## config.mk

```make
export PLATFORM = sky130hd
export DESIGN_NAME = mwr_front
export DESIGN_NICKNAME = d
export VERILOG_FILES = /design/src/hw/rtl/mwr_pkg.sv /design/src/hw/rtl/mwr_front.sv
export SDC_FILE = /design/constraint.sdc
export NUM_CORES = 1
export LEC_CHECK = 0
export ABC_CLOCK_PERIOD_IN_PS = 3200
export BUFFER_PORTS_ARGS = -buffer_cell sky130_fd_sc_hd__buf_2
export CAP_MARGIN = 20
export CORE_UTILIZATION = 35
export DETAILED_ROUTE_END_ITERATION = 10
export MAX_ROUTING_LAYER = met4
export PLACE_DENSITY = 0.62
export SYNTH_ARGS = -nofsm -noshare
export SYNTH_HDL_FRONTEND = slang
export SYNTH_SLANG_ARGS = --single-unit
```

## constraint.sdc

```tcl
create_clock -name clock -period 3.2 [get_ports clock]
set_input_delay 0.64 -clock clock [delete_from_list [all_inputs] [get_ports clock]]
set_output_delay 0.64 -clock clock [all_outputs]
set_load 0.01 [all_outputs]
```

## src/hw/rtl/mwr_pkg.sv

```systemverilog
// Shared types and constants for the matrix wavefront recurrence core.
// No dependencies; imported by mwr_front, mwr_back and the top level.
package mwr_pkg;

   localparam int ElemW      = 32;
   localparam int RowsW      = 16;
   localparam int ColsW      = 11;
   localparam int CsrIndexW  = 2;
   localparam int CsrDataW   = 16;
   localparam int MaxColsDef = 1024;
   localparam int QueueDepth = 2;

   localparam logic [RowsW-1:0] RowsReset = RowsW'(64);
   localparam logic [ColsW-1:0] ColsReset = ColsW'(64);

   // Register map of the configuration port.
   localparam logic [CsrIndexW-1:0] CsrNumRows = CsrIndexW'(0);
   localparam logic [CsrIndexW-1:0] CsrNumCols = CsrIndexW'(1);

   // Per-element classification made by the front end.
   typedef struct packed {
      logic pass;   // row 0 or column 0: element goes out unchanged
      logic last;   // final element of the matrix
   } tag_type;

   localparam int TagW = $bits(tag_type);

endpackage

```

## src/hw/rtl/mwr_front.sv

```systemverilog
// Front end: configuration registers, row/column tracking and element tagging.
// Depends on mwr_pkg; feeds the work queue in front of mwr_back.
module mwr_front #(
   parameter int MAX_COLS = mwr_pkg::MaxColsDef
) (
   input  logic                                  clock,
   input  logic                                  reset,
   input  logic                                  req_push,
   input  logic signed [mwr_pkg::ElemW-1:0]      req_elem_in,
   output logic                                  req_full,
   input  logic                                  csr_valid,
   output logic                                  csr_ready,
   input  logic [mwr_pkg::CsrIndexW-1:0]         csr_index,
   input  logic [mwr_pkg::CsrDataW-1:0]          csr_data,
   input  logic                                  q_full,
   output logic                                  q_push,
   output logic [mwr_pkg::ElemW-1:0]             q_elem,
   output logic [$clog2(MAX_COLS)-1:0]           q_col,
   output mwr_pkg::tag_type                      q_tag
);
   import mwr_pkg::*;

   localparam int ColW = $clog2(MAX_COLS);
   localparam int CntW = $clog2(MAX_COLS + 1);
   localparam int EffW = (CntW > ColsW) ? CntW : ColsW;

   logic [RowsW-1:0] num_rows_ff, num_rows_in;
   logic [ColsW-1:0] num_cols_ff, num_cols_in;
   logic [ColW-1:0]  col_ff, col_in;
   logic [RowsW-1:0] row_ff, row_in;

   logic [EffW-1:0]  cols_ext, cols_eff, col_next;
   logic [RowsW:0]   rows_eff, row_next;
   logic             col_wrap, row_wrap;

   assign csr_ready = 1'b1;
   assign req_full  = q_full;
   assign q_push    = req_push && !q_full;
   assign q_elem    = req_elem_in;
   assign q_col     = col_ff;

   always_comb begin
      cols_ext = EffW'(num_cols_ff);
      if (cols_ext == '0) begin
         cols_eff = EffW'(1);
      end else if (cols_ext > EffW'(MAX_COLS)) begin
         cols_eff = EffW'(MAX_COLS);
      end else begin
         cols_eff = cols_ext;
      end
      rows_eff = (num_rows_ff == '0) ? (RowsW+1)'(1) : {1'b0, num_rows_ff};
      col_next = EffW'(col_ff) + EffW'(1);
      row_next = {1'b0, row_ff} + (RowsW+1)'(1);
      col_wrap = (col_next >= cols_eff);
      row_wrap = (row_next >= rows_eff);

      q_tag.pass = (row_ff == '0) || (col_ff == '0);
      q_tag.last = col_wrap && row_wrap;

      col_in = col_ff;
      row_in = row_ff;
      if (q_push) begin
         if (col_wrap) begin
            col_in = '0;
            row_in = row_wrap ? '0 : row_next[RowsW-1:0];
         end else begin
            col_in = col_next[ColW-1:0];
         end
      end

      num_rows_in = num_rows_ff;
      num_cols_in = num_cols_ff;
      if (csr_valid) begin
         case (csr_index)
            CsrNumRows: num_rows_in = csr_data[RowsW-1:0];
            CsrNumCols: num_cols_in = csr_data[ColsW-1:0];
            default: ;
         endcase
      end
   end

   always_ff @(posedge clock) begin
      if (reset) begin
         num_rows_ff <= RowsReset;
         num_cols_ff <= ColsReset;
         col_ff      <= '0;
         row_ff      <= '0;
      end else begin
         num_rows_ff <= num_rows_in;
         num_cols_ff <= num_cols_in;
         col_ff      <= col_in;
         row_ff      <= row_in;
      end
   end

endmodule

```

# [Word-level counts from Yosys, hierarchy flattened]
# Cells that the tools add are included.
[word_totals] reg_bits=53 in_bits=55
[op_classes] add_sub_neg=2 n_lt_le_gt_ge=3 eq_ne=1 mux=5 n_reduce_logical=12
[ops] cell="16-bit zero test" count=2
[ops] cell="16-bit two-way mux" count=2
[ops] cell="11-bit two-way mux" count=2
[ops] cell="16-bit by 1-bit adder with 17-bit output (second input constant)" count=1
[ops] cell="17-bit by 16-bit >= comparator with 1-bit output" count=1
[ops] cell="10-bit by 1-bit adder with 11-bit output (second input constant)" count=1
[ops] cell="11-bit >= comparator" count=1
[ops] cell="11-bit greater-than comparator (second input constant)" count=1
[ops] cell="11-bit zero test" count=1
[ops] cell="10-bit zero test" count=1
[ops] cell="10-bit two-way mux" count=1
[ops] cell="2-bit AND reduction" count=3
[ops] cell="2-bit by 1-bit equality test with 1-bit output (second input constant)" count=1
[ops] cell="1-bit logical AND" count=2
[ops] cell="2-bit zero test" count=1
[ops] cell="1-bit zero test" count=1
[ops] cell="1-bit logical OR" count=1

# [Longest topological paths before layout]
[logic_depth] word_depth=5 depth_mapped=15 mapped_depth_nobuf=12

# [Worst setup path before layout]
# OpenSTA, ideal clock, no wires.
[synth_path] path_type="register -> output" start="register row_ff[0]" end="output port q_tag[0] (netlist bit)" t_arrival_ns=2.872 required_ns=2.560 setup_slack_ns=-0.312 path_stages_with_launch=14 path_buffers=2 cell_sequence="dfxtp_1 > ha_1 > nand3_1 > or2_2 > and2_1 > or2_2 > ha_1 > a21oi_1 > o21ai_0 > a21oi_1 > nor4bb_1 > buf_2 > buf_2 > a21oi_1"
[synth_rtl] element="start, declared" line_no="mwr_front.sv:30" source="logic [RowsW-1:0] row_ff, row_in;"
[synth_rtl] element="start signal, assigned" line_no="mwr_front.sv:92" source="row_ff <= row_in;"
[synth_rtl] element="end, declared" line_no="mwr_front.sv:19" source="output mwr_pkg::tag_type q_tag"

==> impl_metrics.xml <==
<?xml version="1.0" encoding="UTF-8"?>
<metrics>
  <group name="min_path">
    <metric name="hp-class" unit="">register to register</metric>
  </group>
  <group name="outcome">
    <metric name="failed_checks" unit="">setup timing</metric>
    <metric name="run_status" unit="">finished, violations left</metric>
  </group>
  <group name="finish">
    <metric name="antenna_cells" unit="">0</metric>
    <metric name="multi_input_comb_area" unit="sq um">2500</metric>
    <metric name="ff_latch_area" unit="sq um">1080</metric>
    <metric name="filler_cell_count_in_the_final_layout" unit="">965</metric>
    <metric name="finish.cell_count_without_fillers" unit="">650</metric>
    <metric name="area_growth" unit="%">26.3</metric>
    <metric name="layout.nets" unit="">602</metric>
    <metric name="drive_above_1_share" unit="">0.344</metric>
  </group>
  <group name="place">
    <metric name="place_congestion" unit="">0.836</metric>
    <metric name="placed_cells" unit="">624</metric>
    <metric name="portBuffers" unit="">36</metric>
    <metric name="hpwl" unit="mm">6.87</metric>
  </group>
  <group name="pwr">
    <metric name="ir_worst_vdd" unit="V">0.000179</metric>
    <metric name="p_switching" unit="mW">0.421</metric>
    <metric name="p_clk_frac" unit="">0.318</metric>
    <metric name="power_density" unit="nW/um^2">297</metric>
    <metric name="power.share.switching" unit="">0.306</metric>
    <metric name="pwr-share-seq" unit="">0.505</metric>
    <metric name="power.combinational.fraction" unit="">0.177</metric>
    <metric name="total_leakage_power" unit="nW">2.08</metric>
    <metric name="intPower" unit="mW">0.954</metric>
  </group>
  <group name="sta">
    <metric name="finalMaxSlewViolations" unit="">0</metric>
    <metric name="worst_hold_slack" unit="ns">0.489</metric>
    <metric name="layout_setup_ws" unit="ns">-0.305</metric>
    <metric name="final_hold_viol_count" unit="">0</metric>
    <metric name="transition_at_the_pin_with_the_smallest_max_transition_slack" unit="ns">1.02</metric>
    <metric name="timing.max_slew.rel_slack" unit="">0.323</metric>
    <metric name="rsz0062_at_grt" unit="">true</metric>
    <metric name="period_share" unit="">1.10</metric>
    <metric name="worst_skew" unit="ns">0.00955</metric>
    <metric name="min_period" unit="ns">3.50</metric>
    <metric name="max_clock_freq" unit="MHz">285</metric>
    <metric name="setup-violations-final" unit="">1</metric>
  </group>
  <group name="clocking">
    <metric name="cts.htree.levels" unit="">2</metric>
    <metric name="clkSinkCount" unit="">53</metric>
    <metric name="cts-buffers-inserted" unit="">5</metric>
    <metric name="clock_tree.buffer_depth" unit="">2</metric>
    <metric name="holdBufCountCts" unit="">0</metric>
    <metric name="clock_latency" unit="ns">0.33</metric>
    <metric name="cts_root_buffer" unit="">clkbuf_8</metric>
    <metric name="clkTransAtPathRegs" unit="ns">0.11</metric>
    <metric name="tritoncts" unit="">done</metric>
  </group>
  <group name="flow_run">
    <metric name="drv_cap" unit="">0</metric>
  </group>
  <group name="synth">
    <metric name="number_of_synthesized_flops_with_an_enable_pin" unit="">0</metric>
    <metric name="yosys.cell_types.count" unit="">54</metric>
    <metric name="synth-async-reset-ratio" unit="">0</metric>
    <metric name="synth.yosys.warnings" unit="">0</metric>
    <metric name="synth_sequential_area_ratio" unit="">0.290</metric>
    <metric name="synthesized_area_per_cell" unit="sq um">7.87</metric>
    <metric name="dominantRegCellSynth" unit="">dfxtp_1</metric>
    <metric name="synth_nets" unit="">551</metric>
    <metric name="yosys_register_bits" unit="">53</metric>
    <metric name="total_standard_cell_area_after_synthesis" unit="sq um">3660</metric>
    <metric name="synth_cells" unit="">465</metric>
  </group>
  <group name="floorplanning">
    <metric name="row_count" unit="">36</metric>
    <metric name="die_w" unit="microns">104</metric>
    <metric name="die_y" unit="microns">104</metric>
    <metric name="io_pins" unit="">102</metric>
    <metric name="floorplan.initialDensity" unit="">0.367</metric>
    <metric name="fp.dieArea" unit="sq um">10900</metric>
    <metric name="placeableCoreArea" unit="sq um">9950</metric>
  </group>
  <group name="global_routing">
    <metric name="grt_pass1_vias" unit="">3133</metric>
    <metric name="grt_use_total" unit="">0.182</metric>
    <metric name="grt_first_pass_wirelength" unit="mm">15.5</metric>
    <metric name="globalRoute.totalOverflow" unit="">0</metric>
    <metric name="number_of_antenna_violations_at_the_first_check_in_global_routing" unit="">0</metric>
    <metric name="grt_start_max_net_pins" unit="">54</metric>
  </group>
  <group name="setup_path">
    <metric name="worstSetupEndpointType" unit="">output port</metric>
    <metric name="cp.required" unit="ns">2.56</metric>
    <metric name="timing.critical_path.buf_inv" unit="">3</metric>
    <metric name="max_stage_delay" unit="ns">0.39</metric>
    <metric name="path_max_fanout" unit="">3</metric>
    <metric name="worstSetupStartpointType" unit="">register</metric>
    <metric name="critical_path.slowest_cell" unit="">dfxtp_4</metric>
    <metric name="cp_cell_sequence" unit="">nand4_1 &gt; nor2_2 &gt; buf_4 &gt; buf_6 &gt; nand4_1 &gt; and2_4 &gt; or2_4 &gt; ha_1 &gt; nand2_2 &gt; nor3_4 &gt; a21oi_1 &gt; nor4bb_4 &gt; a21oi_2 &gt; buf_2</metric>
    <metric name="timing.critical_path.mode_cell" unit="">nand4_1</metric>
    <metric name="worst_path_dominant_cell_family" unit="">simple AND/OR/NAND/NOR gates</metric>
    <metric name="setup.worst_path.class" unit="">register to output port</metric>
    <metric name="timing.critical_path.arrival" unit="ns">2.86</metric>
  </group>
  <group name="routing">
    <metric name="remaining_drc_errors" unit="">0</metric>
    <metric name="routed_wirelength" unit="mm">9.70</metric>
    <metric name="vias" unit="">3448</metric>
    <metric name="first_pass_iters" unit="">5</metric>
    <metric name="detail-route-antenna-nets" unit="">0</metric>
    <metric name="post_drt_via_cell_ratio" unit="">5.30</metric>
    <metric name="drt-initial-drc-count" unit="">259</metric>
    <metric name="post_drt_wl_per_cell" unit="microns">14.9</metric>
  </group>
</metrics>
==> synth_stat cells, types with 8 or more instances <==
cell	count	area (sq um)
clkbuf_1	8	30.0
nor4_1	8	50.1
mux2i_1	10	100
nand3_1	15	75.1
nor2_1	26	97.6
nand4_1	23	144
ha_1	31	388
inv_1	22	82.6
nor2b_1	12	75.1
xnor2_1	9	78.8
dfxtp_1	53	1060
or2_2	11	68.8
and2_1	8	50.1
nand2_1	72	270
buf_4	35	263
a21oi_1	40	200
==> layer usage <==
layer  vias to the layer above  part of all wire  track usage
li1                       1699                 -            -
met3                         8             0.044       0.0294
met1                      1645              0.46        0.231
met4                         0            0.0096       0.0541
met5                         -                 0            -
met2                        96              0.49        0.298
==> placed cells by master, fill, tap and decap left out, types with 3 or more instances in the layout <==
cell type and instances:
a21oi_1 34, nand3_2 4, nor2_1 24, nor3_1 3, nand3_4 3, nor4_1 8, dfxtp_2 5, dfxtp_4 3
and3_1 3, and2_4 4, ha_1 23, nand2_1 69, a32oi_1 5, ha_4 8, nand3_1 8, a21oi_2 5
nand2b_1 3, and2_1 4, or2_2 4, buf_6 8, mux2i_1 10, a31oi_1 3, xnor2_1 7, buf_4 49
clkbuf_8 5, and3_4 3, nand4_1 23, buf_2 37, o21ai_1 7, nor2b_1 11, nand3b_1 3, dfxtp_1 45
nand2_2 3, or2_4 7, inv_1 22
==> worst min-delay path: stages, from the launching register on <==
cell and delay (ns):
dfxtp_1 0.34, nand2_1 0.06, a21oi_1 0.05
==> metrics by stage <==
step | TNS [ns] | utilization | setup WS [ns] | total power, mW | area, sq um
after floorplan | 0 | - | 0.0000264 | 0.876 | 3720
after global placement | -0.0500 | 0.409 | -0.0500 | 0.912 | 4070
after detailed placement | -0.812 | 0.409 | -0.101 | 0.921 | 4070
after CTS | -0.673 | 0.449 | -0.267 | 1.38 | 4470
after global routing | -0.682 | 0.464 | -0.418 | 1.44 | 4620
final | -0.305 | 0.464 | -0.305 | 1.37 | 4620
==> flip-flops by register name, indices dropped and copies added (netlist names) <==
signal and count:
row_ff 16, cols_ext 11, num_rows_ff 16, q_col 10
==> final cells by class <==
cell class / instances / share of cell area
repair buffers: 96 / 0.148
clock inverters: 3 / 0.00623
flip-flops and latches: 53 / 0.233
clock buffers: 5 / 0.0149
well taps: 133 / 0.0360
inverters: 24 / 0.0195
multi-input cells: 336 / 0.542
==> kinds of logic after synthesis <==
logic type,share of synthesized area
and+or+nand+nor,0.285
AOI/OAI and AO/OA,0.144
buffers and inverters,0.118
DFF,0.290
adders and majority gates,0.106
xor gates and xnor gates,0.0287
muxes,0.0274
other,0.00103
==> power by group through the flow <==
stage	combinational, mW	sequential, mW	clock (mW)
3_3_place_gp	0.206	0.706	0
2_1_floorplan	0.172	0.703	0
3_5_place_dp	0.214	0.707	0
4_1_cts	0.237	0.694	0.449
5_1_grt	0.270	0.697	0.470
6_report	0.244	0.694	0.437
==> final timing paths <==
| check | start | end | slack, ns | cells after the start |
|---|---|---|---|---|
| setup reg to reg | row_ff[0] | row_ff[2] | 0.02 | 15 |
| setup / recovery | row_ff[0] | q_tag[0] | -0.30 | 14 |
| hold reg to reg | num_rows_ff[13] | num_rows_ff[13] | 0.49 | 2 |
| hold / removal | num_rows_ff[13] | num_rows_ff[13] | 0.49 | 2 |
==> repair_timing <==
action / in CTS / in global routing
gates cloned: 0 / 1
gates resized for setup: 31 / 35
buffers inserted: 20 / 5
endpoints found under the setup margin: 17 / 20
pin swaps: 20 / 17
(Power assumes the default switching activity.)
