**config.mk**
```make
export PLATFORM = sky130hd
export DESIGN_NAME = mwr_queue
export DESIGN_NICKNAME = d
export VERILOG_FILES = /design/src/hw/rtl/mwr_queue.sv
export SDC_FILE = /design/constraint.sdc
export NUM_CORES = 1
export LEC_CHECK = 0
export ABC_AREA = 1
export BUFFER_PORTS_ARGS = -buffer_cell sky130_fd_sc_hd__buf_2
export CORE_MARGIN = 10
export CORE_UTILIZATION = 49
export DETAILED_ROUTE_END_ITERATION = 10
export PLACE_DENSITY = 0.84
export SETUP_SLACK_MARGIN = 0.3
export SKIP_CTS_REPAIR_TIMING = 1
export SYNTH_ARGS = -nofsm -noshare
export SYNTH_HDL_FRONTEND = slang
export SYNTH_SLANG_ARGS = --single-unit
```
**constraint.sdc**
```tcl
create_clock -name clock -period 1.75 [get_ports clock]
set_clock_uncertainty 0.15 [all_clocks]
set_input_delay 0.0875 -clock clock [delete_from_list [all_inputs] [get_ports clock]]
set_output_delay 0.0875 -clock clock [all_outputs]
set_load 0.01 [all_outputs]
```
**src/hw/rtl/mwr_queue.sv**
```systemverilog
// Small synchronous FIFO with full/empty flags.
// Depends on nothing; used between front and back and on the result side.
module mwr_queue #(
   parameter int WIDTH = 8,
   parameter int DEPTH = 2
) (
   input  logic             clock,
   input  logic             reset,
   input  logic             push,
   input  logic [WIDTH-1:0] push_data,
   output logic             full,
   input  logic             pop,
   output logic [WIDTH-1:0] pop_data,
   output logic             empty
);
   localparam int PtrW = (DEPTH > 1) ? $clog2(DEPTH) : 1;
   localparam int CntW = $clog2(DEPTH + 1);

   logic [WIDTH-1:0] store_ff [DEPTH];
   logic [PtrW-1:0]  wr_ptr_ff, wr_ptr_in;
   logic [PtrW-1:0]  rd_ptr_ff, rd_ptr_in;
   logic [CntW-1:0]  count_ff, count_in;
   logic             do_push, do_pop;

   assign full     = (count_ff == CntW'(DEPTH));
   assign empty    = (count_ff == '0);
   assign do_push  = push && !full;
   assign do_pop   = pop && !empty;
   assign pop_data = store_ff[rd_ptr_ff];

   always_comb begin
      wr_ptr_in = wr_ptr_ff;
      rd_ptr_in = rd_ptr_ff;
      count_in  = count_ff;
      if (do_push) begin
         wr_ptr_in = (wr_ptr_ff == PtrW'(DEPTH - 1)) ? '0 : wr_ptr_ff + PtrW'(1);
      end
      if (do_pop) begin
         rd_ptr_in = (rd_ptr_ff == PtrW'(DEPTH - 1)) ? '0 : rd_ptr_ff + PtrW'(1);
      end
      if (do_push && !do_pop) begin
         count_in = count_ff + CntW'(1);
      end else if (do_pop && !do_push) begin
         count_in = count_ff - CntW'(1);
      end
   end

   always_ff @(posedge clock) begin
      if (reset) begin
         wr_ptr_ff <= '0;
         rd_ptr_ff <= '0;
         count_ff  <= '0;
      end else begin
         wr_ptr_ff <= wr_ptr_in;
         rd_ptr_ff <= rd_ptr_in;
         count_ff  <= count_in;
      end
   end

   always_ff @(posedge clock) begin
      if (do_push) begin
         store_ff[wr_ptr_ff] <= push_data;
      end
   end

endmodule

```
== Word level (Yosys, flattened, before mapping) ==
Memories as Yosys holds them, arrays and structs flattened. A register that Yosys moved wholly into a read port is not among the register bits.
Cells that the tools add are included.

* RAM bits: 16
* Bits in registers: 4
* Memories kept: 1
* Input port bits: 12
* Output and inout bits: 10

* $add $sub $neg: 4
* Equal/unequal tests: 1
* Reduce and logical (&&, ||, !) cells: 10
* Mux-type cells: 8

{| class="wikitable"
|+ Memory list
! name !! depth !! bits a word !! rd ports !! clocked after Yosys merged registers in !! write ports !! RTL line !! text
|-
| store_ff || 2 || 8 || 1 || 1 || 1 || 19 || <nowiki>logic [WIDTH-1:0] store_ff [DEPTH];</nowiki>
|}

{| class="wikitable"
|+ Operator list
! operator !! count
|-
| $mux 1 || 6
|-
| $logic_and 1x1->1 || 4
|-
| $logic_not 1->1 || 4
|-
| $mux 2 || 2
|-
| $add 1x1->1 const B || 2
|-
| $add 2x1->2 const B || 1
|-
| $eq 2x2->1 const B || 1
|-
| $logic_not 2->1 || 1
|-
| $reduce_bool 2->1 || 1
|-
| $sub 2x1->2 const B || 1
|}

== Logic depth before layout (Yosys ltp) ==
Gate-level depths: netlist of the first run.

* Word-level depth: 7
* Depth in mapped cells: 10
* Gate-level depth less buffers: 10

== Worst setup path before layout of the first run ==
OpenSTA, ideal clock, no wires.

* Kind: register -> register
* Start point: register count_ff[0]
* End point: memory store_ff[1][0], enable pin
* Path buffers: 0
* Cell stages (with the launch flop): 3
* Slack: 0.279 ns
* Arrival: 0.951 ns
* Clock period less this slack: 1.471 ns
* Data required time: 1.230 ns
* Setup time: 0.370 ns
* Cell sequence: dfxtp_1 -> o21ai_2 -> nor2_1

* Cells in the longest elaborated chain, start to end: 5

{| class="wikitable"
|+ RTL lines
! element !! RTL line !! text
|-
| start: declaration || 22 || <nowiki>logic [CntW-1:0] count_ff, count_in;</nowiki>
|-
| start signal: assignment || 56 || <nowiki>count_ff <= count_in;</nowiki>
|-
| $eq 2x2->1 || 25 || <nowiki>assign full = (count_ff == CntW'(DEPTH));</nowiki>
|-
| $logic_not 1->1 || 27 || <nowiki>assign do_push = push && !full;</nowiki>
|-
| $logic_and 1x1->1 || 27 ||
|-
| $mux 1 || 61 || <nowiki>if (do_push) begin</nowiki>
|-
| $mux 1 (implied by the code) || 62 || <nowiki>store_ff[wr_ptr_ff] <= push_data;</nowiki>
|-
| end: declaration || 19 ||
|}

No other way between the ends.

== Worst setup path after layout of the first run ==
* Start point: register count_ff[1]
* End point: register count_ff[1]

* Cells in the longest elaborated chain, start to end: 6
* Elaborated cells on any way between the ends: 15

{| class="wikitable"
|+ RTL lines
! element !! RTL line
|-
| $eq 2x2->1 or $logic_not 2->1 (tied branches) || 25, 26
|-
| $logic_not 1->1, on equally long branches || 27, 28
|-
| $logic_and 1x1->1, on equally long branches || 27, 28
|-
| $logic_not 1->1, on equally long branches || 43, 41
|-
| $logic_and 1x1->1, on equally long branches || 43, 41
|-
| $reduce_bool 2->1 (no line) or $mux 2 (tied branches) || -
|}

Several ways; a longest one is shown, not always the timed one. The select of a mux whose other input is x is not followed.
A chain may end at the register's enable or synchronous reset.

==> run summary, run 1 <==
drt pass-1 iters: 4
initial antenna violation count: 0
YS warnings: 0
status: completed
mux contribution to synthesized area: 10.9%
placer congestion estimate: 0.785
worst r2r dst: count_ff[1]$_SDFFE_PP0P_
Final Max Tran Viols: 0
vias per std cell: 4.93
Placement Setup Slack: 173 ps
Worst Setup SP: count_ff[1]$_SDFFE_PP0P_
DR vias: 572
post-synth top area share: 58.0%
area grow syn2layout: 49.1%
Comb power frac: 40.6%
R2R depth: 9
minimum clock period: 1490 ps
CTS tree: yes
share of layout cells above drive strength 1: 51.0%
Die W: 61.1 µm
grt total ovfl: 0
total clock sinks: 21
WL final: 1760 µm
max-cap violation count: 0
R2R Path Start: count_ff[1]$_SDFFE_PP0P_
setup violators final: 0
sw power: 532 µW
actual slew at the worst max-slew pin: 242 ps
Post-DRT Antenna Nets: 0
cts bufs inserted: 3
max-slew headroom at the worst pin: 83.9%
post-DR wirelength/cell: 15.2 µm
setup tns final: 0 ps
pin count of the biggest net entering global routing: 12
main combinational cell family by area after synthesis: multiplexers
Simple-Gate Fraction of Synth Area: 8.31%
Max Freq: 673 MHz
WP data arrival: 1570 ps
DRC viols: 0
flop2flop setup slack: 260 ps
# IOs: 22
DP HPWL: 1110 µm
Clk Tree Root Cell: clkbuf_4
synthesized area: 828 µm²
clk slew on worst S/H paths: 110 ps
area share of fa/ha/maj cells after synthesis: 1.51%
initial DRC count: 22
total core area: 1560 µm²
Area contributors post-synth: edfxtp_1 58%, dfxtp_1 12%, mux2_2 11%, nor2_1 4.1%, inv_1 3.2%
die footprint: 3740 µm²
H-tree Lvls: 1
worst setup margin: 264 ps
PD cells: 1330 nW/µm²
Antenna Cells: 0
initial core utilization: 53.1%
post-synthesis compound-gate area fraction: 4.53%
Core Rows: 14
first-pass GRT wire length: 2230 µm
critical path endpoint: count_ff[1]$_SDFFE_PP0P_
VDD IR max: 0.975 mV
Setup CP Type: reg -> reg
final period utilization: 84.9%
Port Buffers: 21
Min-Delay Path Depth: 4
Die Y: 61.1 µm
GR Util All Layers: 8.01%
P_int: 1110 µW
Post-Synthesis Cells: 62
minimum hold slack: 22.6 ps
clock buffer depth: 2
clock latency on the worst-skew pair: 290 ps
XOR/XNOR share of the synthesized area: 0%
Distinct cells, synth: 16
RSZ-0062 raised after global routing: true
Hold WC Path Type: in -> reg
Critical Path RT: 1830 ps
nets: 114
switching part of the total power: 32.3%
clock share of power: 13.6%
post-synthesis sequential area ratio: 70.1%
syn_nets: 75
Seq pwr share: 45.7%
Fin. Hold Viols: 0
Yosys top cell by area: edfxtp_1
FF+latch count, synth: 21
syn avg cell area: 13.4 µm²
Pleak: 0.000520 µW
number of global-route vias before repair: 521
startpoint types: flip-flop
worst-path fanout max: 4
endpoint class of the critical path: flip-flop
[metal layers]
metal | track usage (%) | part of all wire (%)
met1 | 9.12 | 42
met2 | 12.1 | 52
met5 | 0 | 0
met4 | 4.89 | 0
met3 | 3.50 | 6.5
[power groups by stage]
stage	logic [µW]	clock network, µW	registers, µW
2_1_floorplan	306	0	688
3_3_place_gp	417	0	711
3_5_place_dp	430	0	722
4_1_cts	433	234	709
5_1_grt	727	254	767
6_report	669	224	752
[worst max-delay path, stage by stage, from the launching register on]
cell and delay, ps:
dfxtp_4 400, inv_4 50, o21ai_4 190, inv_2 80
ha_4 250, inv_4 70, nand3_2 60, nand2_1 70
inv_1 40, nor2_1 70
[placed cells by master (no fill, tap or decap)]
cell,instances
mux2_4,8
inv_2,2
nor2_1,9
buf_4,5
o21ai_0,1
inv_1,5
o21ai_1,1
o21ai_2,1
clkbuf_4,3
dfxtp_2,1
buf_6,8
dfxtp_1,2
o21ai_4,2
nand2_1,3
and2_4,1
edfxtp_1,16
dfxtp_4,2
nand2_2,1
clkbuf_1,1
inv_4,2
dlygate4sd3_1,9
ha_4,1
a21oi_1,1
nand3_2,1
buf_2,13
nand4_1,1
[per-stage QoR]
step / area, µm² / util [%] / total power, µW / instances
after floorplan: 828 / - / 995 / 62
after global placement: 963 / 61.8 / 1130 / 100
after detailed placement: 963 / 61.8 / 1150 / 100
after CTS: 990 / 63.5 / 1380 / 104
after global routing: 1230 / 79.2 / 1750 / 116
final: 1230 / 79.2 / 1650 / 116
[flip-flops by register name, summed over array words and instances, names as in the netlist, named ones only]
register,count
count_ff,2
rd_ptr_ff,1
store_ff,16
wr_ptr_ff,1
[layout make-up]
cell class              instances  area, µm²
inverters                       9       38.8
clock buffers                   4       26.3
fillers                        84        324
multi-input cells              31        278
flip-flops and latches         21        589
repair buffers                 35        283
well taps                      16       20.0
[how the worst min path moves through the flow]
| stage | start | endpoint |
|---|---|---|
| 6_report | pop | rd_ptr_ff$_SDFFE_PP0P_ |
| 5_1_grt | pop | rd_ptr_ff$_SDFFE_PP0P_ |
| 4_1_cts | push_data[3] | store_ff[1][3]$_DFFE_PP_ |
| 3_5_place_dp | push_data[6] | store_ff[1][6]$_DFFE_PP_ |
| 2_1_floorplan | push_data[0] | store_ff[0][0]$_DFFE_PP_ |
| 3_3_place_gp | push_data[6] | store_ff[0][6]$_DFFE_PP_ |
[cell usage after synthesis]
cell,number
buf_2,1
inv_1,7
nand3_1,1
o21ai_1,1
inv_2,2
nor2_1,9
edfxtp_1,16
o21ai_0,2
mux2_2,8
o21ai_2,2
nand2_1,4
nand4_1,1
a21oi_1,1
and2_4,1
ha_1,1
dfxtp_1,5
[kinds of logic (layout without fill, tap and decap cells)]
logic type | Yosys count | after routing
buffers and inverters | 10 | 48
adders and majority gates | 1 | 1
and+or+nand+nor | 16 | 16
DFF | 21 | 21
muxes | 8 | 8
AOI/OAI and AO/OA | 6 | 6
No activity file was read; power rests on OpenSTA's default activity.
==> run 2, diff against run 1 <==
clock period = 1.52 ns   (was 1.75 ns; I/O delays follow)
==> run summary, run 2 (synthesis gave the netlist of run 1 again) <==
endpoint class of the critical path: flip-flop
DRC viols: 0
Setup CP Type: reg -> reg
clock latency on the worst-skew pair: 300 ps
die footprint: 3740 µm²
total core area: 1560 µm²
Critical Path RT: 1610 ps
final period utilization: 93.9%
grt total ovfl: 0
violated checks: hold timing
minimum hold slack: -98.2 ps
Post-DRT Antenna Nets: 0
max FFs per register: 16
VDD IR max: 0.914 mV
area grow syn2layout: 34.6%
cts bufs inserted: 3
placer congestion estimate: 0.718
wire length on met1: 681 µm
startpoint types: flip-flop
commonest non-fill, non-tap cells in the layout: 21 x buf_2, 16 x edfxtp_1, 8 x mux2_2, 8 x dlygate4sd3_1, 7 x nor2_1
fillers: 115
actual slew at the worst max-slew pin: 433 ps
top layer used by detailed routing: met4
nets: 110
RSZ-0062 raised after global routing: true
post-DR wirelength/cell: 13.5 µm
max-cap violation count: 0
vias per std cell: 4.85
Die W: 61.1 µm
Reg with most FFs: store_ff
Max Freq: 701 MHz
DR vias: 543
first-pass GRT wire length: 2280 µm
Pwr Total: 1680 µW
Final Cell Area: 1110 µm²
setup tns final: 0 ps
Hold WC Path Type: in -> reg
number of global-route vias before repair: 544
share of layout cells above drive strength 1: 51.0%
Port Buffers: 21
clk slew on worst S/H paths: 110 ps
status: finished, violations left
setup violators final: 0
minimum clock period: 1430 ps
Layout Cells excl Fill: 112
initial antenna violation count: 0
PD cells: 1510 nW/µm²
DP HPWL: 1100 µm
Inst Count DP: 99
clock buffer depth: 2
pin count of the biggest net entering global routing: 13
Clk Tree Root Cell: clkbuf_4
# IOs: 22
Final Max Tran Viols: 0
Antenna Cells: 0
initial DRC count: 15
GR Util All Layers: 8.31%
total clock sinks: 21
initial core utilization: 53.1%
WL met2: 709 µm
Die Y: 61.1 µm
worst-path fanout max: 4
Pleak: 0.000457 µW
Core Rows: 14
max-slew headroom at the worst pin: 71.1%
commonest non-fill, non-tap cell in the layout: buf_2
met3 WL: 104 µm
biggest registers after layout: store_ff: 16 flops, count_ff: 2 flops
H-tree Lvls: 1
WL final: 1510 µm
drt pass-1 iters: 4
Fin. Hold Viols: 5
cell area after placement: 990 µm²
WP data arrival: 1510 ps
CTS tree: yes
==> run 2: critical path: stages (launching register included) <==
cell and delay (ps):
dfxtp_4 390, inv_4 40, o21ai_4 170, inv_2 70
ha_4 270, inv_4 40, nand4_1 80, nand2_1 60
nor2_1 90
==> run 2: final cells by class <==
cell class	count	area, µm²	area share, %
clock buffers	3	22.5	2.02
clock inverters	1	5.00	0.449
inverters	9	38.8	3.48
multi-input cells	31	239	21.4
flip-flops and latches	21	589	52.9
well taps	16	20.0	1.80
repair buffers	31	200	18.0
==> run 2: metrics by stage <==
| stage | util, % | setup slack, ps |
|---|---|---|
| after floorplan | - | 150 |
| after global placement | 63.5 | 113 |
| after detailed placement | 63.5 | 70.8 |
| after CTS | 65.2 | -89.6 |
| after global routing | 71.5 | 23.9 |
| final | 71.5 | 93.1 |
==> run 2: worst paths after layout <==
check                           startpoint                        to  depth (start not counted)  slack, ps
hold reg to reg     wr_ptr_ff$_SDFFE_PP0N_    wr_ptr_ff$_SDFFE_PP0N_                          2        390
setup / recovery  count_ff[1]$_SDFFE_PP0P_  count_ff[1]$_SDFFE_PP0P_                          8         90
hold / removal                       reset  count_ff[1]$_SDFFE_PP0P_                          4       -100
setup reg to reg  count_ff[1]$_SDFFE_PP0P_  count_ff[1]$_SDFFE_PP0P_                          8         90
==> run 2: power breakdown <==
group	switching (µW)	total (µW)	leakage, µW	internal [µW]
Sequential	86.4	834	0.000192	748
Clock	161	259	0.0000177	97.9
Combinational	303	592	0.000247	290
Total	550	1680	0.000457	1140
==> run 2: routing by layer <==
| metal | up-vias | GRT usage [%] |
|---|---|---|
| met3 | 2 | 4.53 |
| met4 | 0 | 4.89 |
| li1 | 280 | - |
| met2 | 15 | 13.5 |
| met5 | - | 0 |
| met1 | 246 | 8.30 |
==> run 3, diff against run 2 <==
REMOVE_ABC_BUFFERS = 1   (was unset)
==> run summary, run 3 (synthesis gave the netlist of run 1 again) <==
Reg with most FFs: store_ff
startpoint types: flip-flop
max-slew headroom at the worst pin: 87.9%
Post-DRT Antenna Nets: 0
met3 Use GR: 3.50%
fillers: 72
nets: 116
Antenna Cells: 0
H-tree Lvls: 1
WP data arrival: 1210 ps
post-DR wirelength/cell: 16.9 µm
Die W: 61.1 µm
DP HPWL: 1200 µm
grt total ovfl: 0
global route hottest layer: met2
cell area after placement: 978 µm²
Fin. Hold Viols: 1
biggest registers after layout: store_ff: 16 flops, count_ff: 2 flops
clock latency on the worst-skew pair: 310 ps
initial antenna violation count: 0
die footprint: 3740 µm²
endpoint class of the critical path: output port
clock buffer depth: 2
minimum hold slack: -4.83 ps
Max Freq: 694 MHz
cts bufs inserted: 3
Final Cell Area: 1300 µm²
initial DRC count: 28
clk slew on worst S/H paths: 110 ps
DR vias: 604
max-cap violation count: 0
Final Max Tran Viols: 0
pin count of the biggest net entering global routing: 12
setup violators final: 0
Critical Path RT: 1290 ps
drt pass-1 iters: 4
VDD IR max: 1.22 mV
CP Cell Sequence: mux2_4 > buf_6
Port Buffers: 21
minimum clock period: 1440 ps
worst-path fanout max: 8
M2 GR Usage: 14.9%
max FFs per register: 16
WL final: 1990 µm
initial core utilization: 53.1%
total clock sinks: 21
PD cells: 1570 nW/µm²
Core Rows: 14
Hold WC Path Type: in -> reg
# IOs: 22
max incr delay on CP: 460 ps
commonest non-fill, non-tap cell in the layout: edfxtp_1
GR Util All Layers: 9.03%
vias per std cell: 5.12
slowest library cell on the worst path: dfxtp_4
CTS tree: yes
Clk Tree Root Cell: clkbuf_4
Die Y: 61.1 µm
commonest non-fill, non-tap cells in the layout: 16 x edfxtp_1, 14 x buf_6, 12 x buf_2
DRC viols: 0
Pwr Total: 2040 µW
status: finished, violations left
number of global-route vias before repair: 572
RSZ-0062 raised after global routing: true
placer congestion estimate: 0.713
Setup CP Type: reg -> out
violated checks: hold timing
area grow syn2layout: 56.6%
final period utilization: 94.7%
M1 GR Usage: 9.01%
total core area: 1560 µm²
actual slew at the worst max-slew pin: 179 ps
Pleak: 0.000541 µW
first-pass GRT wire length: 2400 µm
share of layout cells above drive strength 1: 55.9%
run 3: cell count changes in the layout (fill, tap and decap cells not counted), sizes merged:
cell,previous run,this run
buf,23,28
clkbuf,3,4
clkinv,1,0
dlygate4sd3,8,9
run 3: per-layer routing:
metal | share of wire (%) | vias to the layer above
met5 | 0 | -
met4 | 2.0 | 0
met3 | 5.2 | 5
met2 | 52 | 17
met1 | 40 | 291
li1 | - | 291
run 3: report_power, final:
part | total [µW] | internal (µW) | switching, µW | leakage, µW
logic | 918 | 513 | 405 | 0.000333
clock network | 269 | 103 | 167 | 0.0000150
registers | 852 | 748 | 104 | 0.000192
total | 2040 | 1360 | 676 | 0.000541
run 3: worst max-delay path: cells and delay by family (launching register included):
family	cells	cell delay (ps)
multiplexers	1	330
flip-flops	1	460
buffers and inverters	1	120
run 3: through the flow:
step	instances	util, %	TNS (ps)	worst slack (ps)
floorplan	61	-	0	48.8
global placement	102	62.8	0	111
detailed placement	102	62.8	0	47.9
CTS	106	64.4	-763	-99.6
global route	118	83.2	-0.682	-0.682
finish	118	83.2	0	79.9
run 3: area by class of cell:
type	instances	area [µm²]	share of cell area, %
inverter	9	36.3	2.80
clock buffer	4	26.3	2.03
multi-input combinational	31	303	23.3
sequential	21	589	45.4
timing repair buffer	37	323	24.9
tap	16	20.0	1.54
run 3: worst paths after layout:
path                            start                  endpoint  slack [ps]  cells after the start
max reg2reg  count_ff[1]$_SDFFE_PP0P_  count_ff[1]$_SDFFE_PP0P_         110                      9
min                              push    wr_ptr_ff$_SDFFE_PP0N_          -5                      4
max                         flip-flop               pop_data[1]          80                      2
min reg2reg  count_ff[0]$_SDFFE_PP0P_  count_ff[0]$_SDFFE_PP0P_         390                      1
